--- config.mk ---
export PLATFORM = sky130hd
export DESIGN_NAME = brf_bank
export DESIGN_NICKNAME = d
export VERILOG_FILES = /design/src/rtl/brf_pkg.sv /design/src/rtl/brf_bank.sv
export SDC_FILE = /design/constraint.sdc
export NUM_CORES = 1
export LEC_CHECK = 0
export BUFFER_PORTS_ARGS = -buffer_cell sky130_fd_sc_hd__buf_2
export CORE_ASPECT_RATIO = 1.1
export CORE_MARGIN = 2
export CORE_UTILIZATION = 61
export CTS_BUF_LIST = sky130_fd_sc_hd__clkbuf_8
export DETAILED_ROUTE_END_ITERATION = 8
export GPL_ROUTABILITY_DRIVEN = 0
export GPL_TIMING_DRIVEN = 0
export PLACE_DENSITY = 0.85
export RECOVER_POWER = 25
export SETUP_SLACK_MARGIN = 0.5
export SYNTH_ARGS = -nofsm -noshare
export SYNTH_HDL_FRONTEND = slang
export SYNTH_SLANG_ARGS = --single-unit
export TNS_END_PERCENT = 5
--- constraint.sdc ---
create_clock -name clk -period 2.72 [get_ports clk]
set_input_delay 0.408 -clock clk [delete_from_list [all_inputs] [get_ports clk]]
set_output_delay 0.408 -clock clk [all_outputs]
set_load 0.02 [all_outputs]
--- src/rtl/brf_pkg.sv ---
// ----------------------------------------------------------------------------
// brf_pkg
// Shared constants, types and helpers for the multi-width circular byte FIFO.
// ----------------------------------------------------------------------------
package brf_pkg;

  localparam int STORE_BYTES = 256;
  localparam int NUM_BANKS   = 4;
  localparam int PTR_W       = $clog2(STORE_BYTES);
  localparam int FREE_W      = $clog2(STORE_BYTES + 1);
  localparam int BANK_DEPTH  = STORE_BYTES / NUM_BANKS;
  localparam int BANK_AW     = (BANK_DEPTH > 1) ? $clog2(BANK_DEPTH) : 1;
  localparam int LANE_W      = $clog2(NUM_BANKS);

  localparam logic [FREE_W-1:0] STORE_FREE = FREE_W'(STORE_BYTES);
  localparam logic [PTR_W:0]    STORE_POS  = (PTR_W + 1)'(STORE_BYTES);

  localparam logic CMD_PUSH = 1'b0;
  localparam logic CMD_POP  = 1'b1;

  localparam logic [1:0] SZ_BYTE = 2'd0;
  localparam logic [1:0] SZ_HALF = 2'd1;
  localparam logic [1:0] SZ_WORD = 2'd2;

  typedef struct packed {
    logic               wr_en;
    logic               rd_en;
    logic [BANK_AW-1:0] addr;
    logic [7:0]         wdata;
  } bank_req_t;

  // byte count of a size code; zero for the unused code
  function automatic logic [2:0] size_bytes(input logic [1:0] code);
    logic [2:0] n;
    case (code)
      SZ_BYTE: n = 3'd1;
      SZ_HALF: n = 3'd2;
      SZ_WORD: n = 3'd4;
      default: n = 3'd0;
    endcase
    return n;
  endfunction

  // position arithmetic modulo the store size
  function automatic logic [PTR_W-1:0] wrap_add(input logic [PTR_W-1:0] base,
                                                input logic [PTR_W:0]   off);
    logic [PTR_W:0] s;
    s = {1'b0, base} + off;
    if (s >= STORE_POS) begin
      s = s - STORE_POS;
    end
    return s[PTR_W-1:0];
  endfunction

endpackage

--- src/rtl/brf_bank.sv ---
// ----------------------------------------------------------------------------
// brf_bank
// One byte-wide bank of the store: synchronous write, registered read.
// ----------------------------------------------------------------------------
module brf_bank import brf_pkg::*; (
  input  logic       clk,
  input  bank_req_t  req,
  output logic [7:0] rdata
);

  logic [7:0] mem [BANK_DEPTH];
  logic [7:0] rdata_r;

  always_ff @(posedge clk) begin
    if (req.wr_en) begin
      mem[req.addr] <= req.wdata;
    end
    if (req.rd_en) begin
      rdata_r <= mem[req.addr];
    end
  end

  assign rdata = rdata_r;

endmodule

==> metrics.txt, run 1 <==
status finished with violations; Ports 25; final setup fails 0; placeable core area 0.0332 sq mm; DRC violations left 0; Final Power 15.9 mW; Nets 1300; Post-Synthesis Cells 1171; final core utilization 71.0%; sw power 3.79 mW; drt wl/cell 33.6 microns; TritonCTS Buffers 76; via/cell ratio 7.39; Routed WL 59600 microns; clock sink count 520; Clock Power Share 36.7%; antenna viol nets, final 0; area occupied by multi-input gates 0.00522 sq mm; Distinct cells, synth 55; die extent in x 179 microns; die height 196 microns; 1st-iter DRT viols 2408; port bufs 23; drt first pass iters 7; combinational share of power 7.1%; Rel. slew slack -0.104%; number of max-cap violations 0; CTS tree done; clk_skew 0.0372 ns; Final Hold Vio Count 0; Synth Register Bits 520; FILL cells 1820; GRT Total Usage 33.8%; Power Density 674 mW/mm^2; clk root buf clkbuf_8; critical path endpoint category flop; Cell Rows 70; Post-synth EDFFs 520; register area 0.0156 sq mm; CP Class in -> reg; WP data arrival 2.84 ns; fin. max-slew vios 20; reg2reg setup slack 0.32 ns; GR Overflow Total 0; initial antenna violation count 6; top_reg_cell synth edfxtp_1; first-pass GRT wire length 82800 microns; Crit Path Max Fanout 10; Final HPWL DP 35300 microns; Min-Delay Path Class in -> reg; Tmin final 2.48 ns; Vias 13096; Seq pwr share 56.1%; Clock H-tree levels 3; Die Area 0.0351 sq mm; Seq/Total Area, Yosys 76.1%; most frequent cells in the layout edfxtp_1, clkbuf_8, nor2_4, mux2i_1, mux4_2; Final period util 91.2%; Bufs on Longest Clock Path 3; Layout area overhead 14.8%; most common cell after layout, fill and taps aside edfxtp_1; Clk pin slew, worst setup/hold paths 0.07 ns; RSZ-0062 raised after global routing true; Startpoint Class primary input; maximum VDD drop 0.000375 V; Leakage Power 7.56 nW; Required @ worst endpoint 3.08 ns; worst-margin pin slew 1.50 ns; share of cells above drive strength 1 25.8%; Worst-Skew Late Latency 0.64 ns; YS warnings 0; largest net degree at the start of global routing 65; switching fraction of total power 23.9%; failing checks slew limit; initial core utilization 61.8%; Fmax achieved 403 MHz; Synth Cell Area 0.0205 sq mm; synthesized area per cell 17.5 sq um; ys async rst share 0%; P_int 12.1 mW; number of global-route vias before repair 12663; Mapped Nets 1188
==> area by class of cell <==
type,instances,area share (%)
Sequential cell,520,66.3
Multi-Input combinational cell,567,22.2
Clock buffer,78,4.55
Buffer,81,2.34
Tap cell,432,2.29
Clock inverter,56,1.24
Timing Repair Buffer,34,1.10
Inverter,3,0.0478
Antenna cell,1,0.0106
==> power groups by stage <==
| stage | clock network, mW | logic, mW | registers (mW) |
|---|---|---|---|
| floorplan | 0 | 0.504 | 9.09 |
| global placement | 0 | 0.933 | 9.07 |
| detailed placement | 0 | 0.961 | 9.08 |
| CTS | 5.72 | 1.02 | 8.91 |
| global route | 6.11 | 1.14 | 8.92 |
| finish | 5.83 | 1.13 | 8.91 |
==> routing by layer <==
metal / GRT usage, % / part of all wire, %
met1: 41.5 / 31
met2: 50.4 / 45
met3: 11.5 / 15
met4: 24.2 / 9.1
met5: 0 / 0.034
==> registers in the layout (all words and copies together) (netlist names) <==
signal and count:
mem 512, rdata 8
==> stage by stage <==
stage,setup TNS (ns),setup slack [ns],area [sq um],hold WS [ns],instances
final,0,0.239,23600,0.208,1772
after global routing,0,0.327,23600,0.207,1771
after CTS,0,0.378,23300,0.121,1760
after detailed placement,-349.92,-1.20,21500,0.770,1626
after global placement,-322.63,-1.16,21500,0.742,1626
after floorplan,0,0.374,20800,0.507,1171
==> repair_timing <==
item / CTS / global route
hold buffers: 0 / 0
gates resized for setup: 130 / 51
pin swaps: 3 / 7
setup buffers: 0 / 11
endpoints found under the setup margin: 520 / 424
==> critical path, stage by stage <==
cell and delay (ns):
buf_2 0.25, buf_6 0.24, buf_6 0.24, mux2i_1 0.30, o22ai_1 0.15, a211oi_1 0.37, o22ai_1 0.22, or4_1 0.63
==> cell usage after synthesis, drive strengths merged, types with 21 or more instances <==
library cell	count	area [sq um]
buf	45	259
a221oi	21	184
a21oi	28	140
o22ai	22	138
nand2	45	169
clkbuf	36	135
mux2i	63	631
edfxtp	520	15600
nand2b	24	150
a22oi	40	300
mux4	41	923
nor2	82	308
==> logic make-up after synthesis <==
group | share of synthesized area (%)
AOI/OAI and AO/OA | 8.04
buffers and inverters | 1.97
DFF | 76.1
muxes | 8.23
and+or+nand+nor | 5.69
==> path summary, 6_finish.rpt <==
| kind | startpoint | end | cells past startpoint |
|---|---|---|---|
| hold / removal | req[14] | rdata[5] | 1 |
| setup / recovery | req[10] | rdata[3] | 8 |
| setup reg to reg | mem[54][5] | rdata[5] | 5 |
| hold reg to reg | mem[3][4] | rdata[4] | 3 |
No activity file was read; power rests on OpenSTA's default activity.
==> run 2, diff against run 1 <==
--- a/config.mk
+++ b/config.mk
@@ -10,6 +10,7 @@
 export CORE_MARGIN = 2
 export CORE_UTILIZATION = 61
 export CTS_BUF_LIST = sky130_fd_sc_hd__clkbuf_8
+export CTS_CLUSTER_SIZE = 24
 export DETAILED_ROUTE_END_ITERATION = 8
 export GPL_ROUTABILITY_DRIVEN = 0
 export GPL_TIMING_DRIVEN = 0
==> constraint.sdc (replaced) <==
create_clock -name clk -period 2.72 [get_ports clk]
set_input_delay 0.544 -clock clk [delete_from_list [all_inputs] [get_ports clk]]
set_output_delay 0.544 -clock clk [all_outputs]
set_load 0.02 [all_outputs]
==> run 2 against run 1 <==
The run ends with capacitance limit, slew limit left; first-iteration DRC count is 1.3% lower; maximum frequency is 2.0% higher; flip-flop and latch count stayed put; global-route usage hardly changed; non-clock buffer count is 9 higher; setup slack better by 0.049 ns; sequential power hardly changed; die area stayed put; power is 1.2% higher; clock power is 2% higher; via count is 0.50% lower; core utilization is 1.4 points higher; critical endpoint is now rdata[7]; highest routed layer unchanged.
==> metrics.txt, run 2 (synthesized netlist as in run 1, its figures left out) <==
PnR worst setup slack 0.288 ns (was 0.239 ns); Power Density 669 mW/mm^2 (was 674 mW/mm^2); initial antenna violation count 4 (was 6); CP Class in -> reg (unchanged); combinational share of power 7.4% (was 7.1%); Tmin final 2.43 ns (was 2.48 ns); first-pass GRT wire length 82800 microns (about the same); RSZ-0062 raised after global routing true (unchanged); 1st-iter DRT viols 2376 (was 2408); Final period util 89.4% (was 91.2%); clk root buf clkbuf_8 (unchanged); critical-path cell list buf_4 -> buf_6 -> buf_4 -> mux2i_1 -> o22ai_1 -> a21oi_1 -> o221ai_1 -> or4b_4 (was buf_2 -> buf_6 -> buf_6 -> mux2i_1 -> o22ai_1 -> a211oi_1 -> o22ai_1 -> or4_1); maximum VDD drop 0.000352 V (was 0.000375 V); most used cell, CP buf_4; failing checks capacitance limit, slew limit (was slew limit); GR Overflow Total 0 (unchanged); largest net degree at the start of global routing 65 (unchanged); Clock H-tree levels 3 (unchanged); Reg with most FFs mem (unchanged); hold depth 1 (unchanged); Nets 1309 (was 1300); Worst Reg2Reg Path Length in Cells 5 (unchanged); WP data arrival 2.80 ns (was 2.84 ns); Bufs on Longest Clock Path 3 (unchanged); Clk pin slew, worst setup/hold paths 0.07 ns (about the same); sw power 3.79 mW (about the same); Final HPWL DP 35900 microns (was 35300 microns); CTS tree done (unchanged); via/cell ratio 7.32 (was 7.39); antenna viol nets, final 0 (unchanged); clock sink count 520 (unchanged); Required @ worst endpoint 3.09 ns (was 3.08 ns); post-route setup TNS 0 ns (unchanged); Final Hold Vio Count 0 (unchanged); Final Power 16.1 mW (was 15.9 mW); clk_skew 0.0447 ns (was 0.0372 ns); drt wl/cell 33.8 microns (was 33.6 microns); worst flop-to-flop path endpoint rdata[7] (was rdata[5]); Worst-Skew Late Latency 0.64 ns (about the same); Crit Path Max Fanout 10 (unchanged); Clock Power Share 37.1% (was 36.7%); reg2reg setup slack 0.37 ns (was 0.32 ns); Ports 25 (unchanged); CP peak stage delay 0.57 ns (was 0.63 ns); placeable core area 0.0332 sq mm (unchanged); final core utilization 72.4% (was 71.0%); critical path endpoint category flop (unchanged); most frequent cells in the layout edfxtp_1, clkbuf_8, nor2_4, mux2i_1, mux4_2 (unchanged); Seq pwr share 55.4% (was 56.1%); Vias 13030 (was 13096); max FFs per register 512 (unchanged); Cell Rows 70 (unchanged); Routed WL 60200 microns (was 59600 microns); slowest stage cell on the critical path or4b_4 (was or4_1); Rel. slew slack -0.202% (was -0.104%); DRC violations left 0 (unchanged); initial core utilization 61.8% (unchanged); Worst Hold End rdata[4] (was rdata[5]); Die Area 0.0351 sq mm (unchanged); Min-Delay Path Class in -> reg (unchanged); drt first pass iters 8 (was 7); number of max-cap violations 1 (was 0); number of global-route vias before repair 12606 (was 12663); GRT Total Usage 33.9% (was 33.8%); port bufs 23 (unchanged); Layout area overhead 17.0% (was 14.8%); Startpoint Class primary input (unchanged); fin. max-slew vios 64 (was 20); die extent in x 179 microns (unchanged); hold_sp req[14] (unchanged); die height 196 microns (unchanged); worst-margin pin slew 1.50 ns (about the same); Leakage Power 7.73 nW (was 7.56 nW); switching fraction of total power 23.6% (was 23.9%); P_int 12.3 mW (was 12.1 mW); pre-CTS setup slack -1.14 ns (was -1.20 ns); status finished with violations (unchanged); share of cells above drive strength 1 28.6% (was 25.8%); Fmax achieved 411 MHz (was 403 MHz); final setup fails 0 (unchanged); TritonCTS Buffers 76 (unchanged); reg2reg start mem[4][7] (was mem[54][5]); most common cell after layout, fill and taps aside edfxtp_1 (unchanged)
-- run 2: power groups by stage --
stage	Clock, mW	Sequential, mW	Combinational [mW]
finish	5.97	8.91	1.19
global route	6.26	8.91	1.20
CTS	5.89	8.91	1.05
detailed placement	0	9.08	0.997
global placement	0	9.07	0.965
floorplan	0	9.09	0.530
-- run 2: through the flow --
step | instances | hold WS [ns] | area [sq um]
after floorplan | 1171 | 0.639 | 21100
after global placement | 1626 | 0.674 | 21700
after detailed placement | 1626 | 0.699 | 21700
after CTS | 1765 | 0.259 | 23500
after global routing | 1777 | 0.359 | 24000
final | 1779 | 0.338 | 24000
-- run 2: worst max-delay path by stage --
stage	from	end	slack, ns	depth (start not counted)
after floorplan	req[9]	rdata[7]	0.37	6
after global placement	req[10]	rdata[1]	-1.06	8
after detailed placement	req[10]	rdata[3]	-1.14	8
after CTS	mem[4][7]	rdata[7]	0.40	5
after global routing	req[10]	rdata[6]	0.35	8
final	req[10]	rdata[7]	0.29	8
-- run 2: per-layer routing --
metal  global-route usage (%)  up-vias  share of wire (%)
met3                     12.8      368                 16
met2                     50.1     1369                 45
li1                         -     5021                  -
met5                        0        -              0.050
met1                     42.0     6268                 31
met4                     22.0        4                8.2
-- run 2: layout make-up --
| class | instances | area (sq um) |
|---|---|---|
| clock buffers | 81 | 1110 |
| diodes | 2 | 5.00 |
| repair buffers | 43 | 417 |
| plain buffers | 81 | 649 |
| multi-input cells | 567 | 5390 |
| fillers | 1728 | 9170 |
| well taps | 432 | 541 |
| flip-flops and latches | 520 | 15600 |
| clock inverters | 50 | 282 |
| inverters | 3 | 11.3 |
-- run 2: worst max-delay path: cells and delay by family --
kind,cells,cell delay [ns]
mux,1,0.22
buf+inv,3,0.78
compound gates,3,0.67
simple gates,1,0.57
-- run 2: repair_timing --
action | 4_1_cts | 5_1_grt
buffers inserted | 8 | 12
endpoints found under the setup margin | 520 | 423
resized for setup | 94 | 89
hold buffers | 0 | 0
pin swaps | 8 | 15
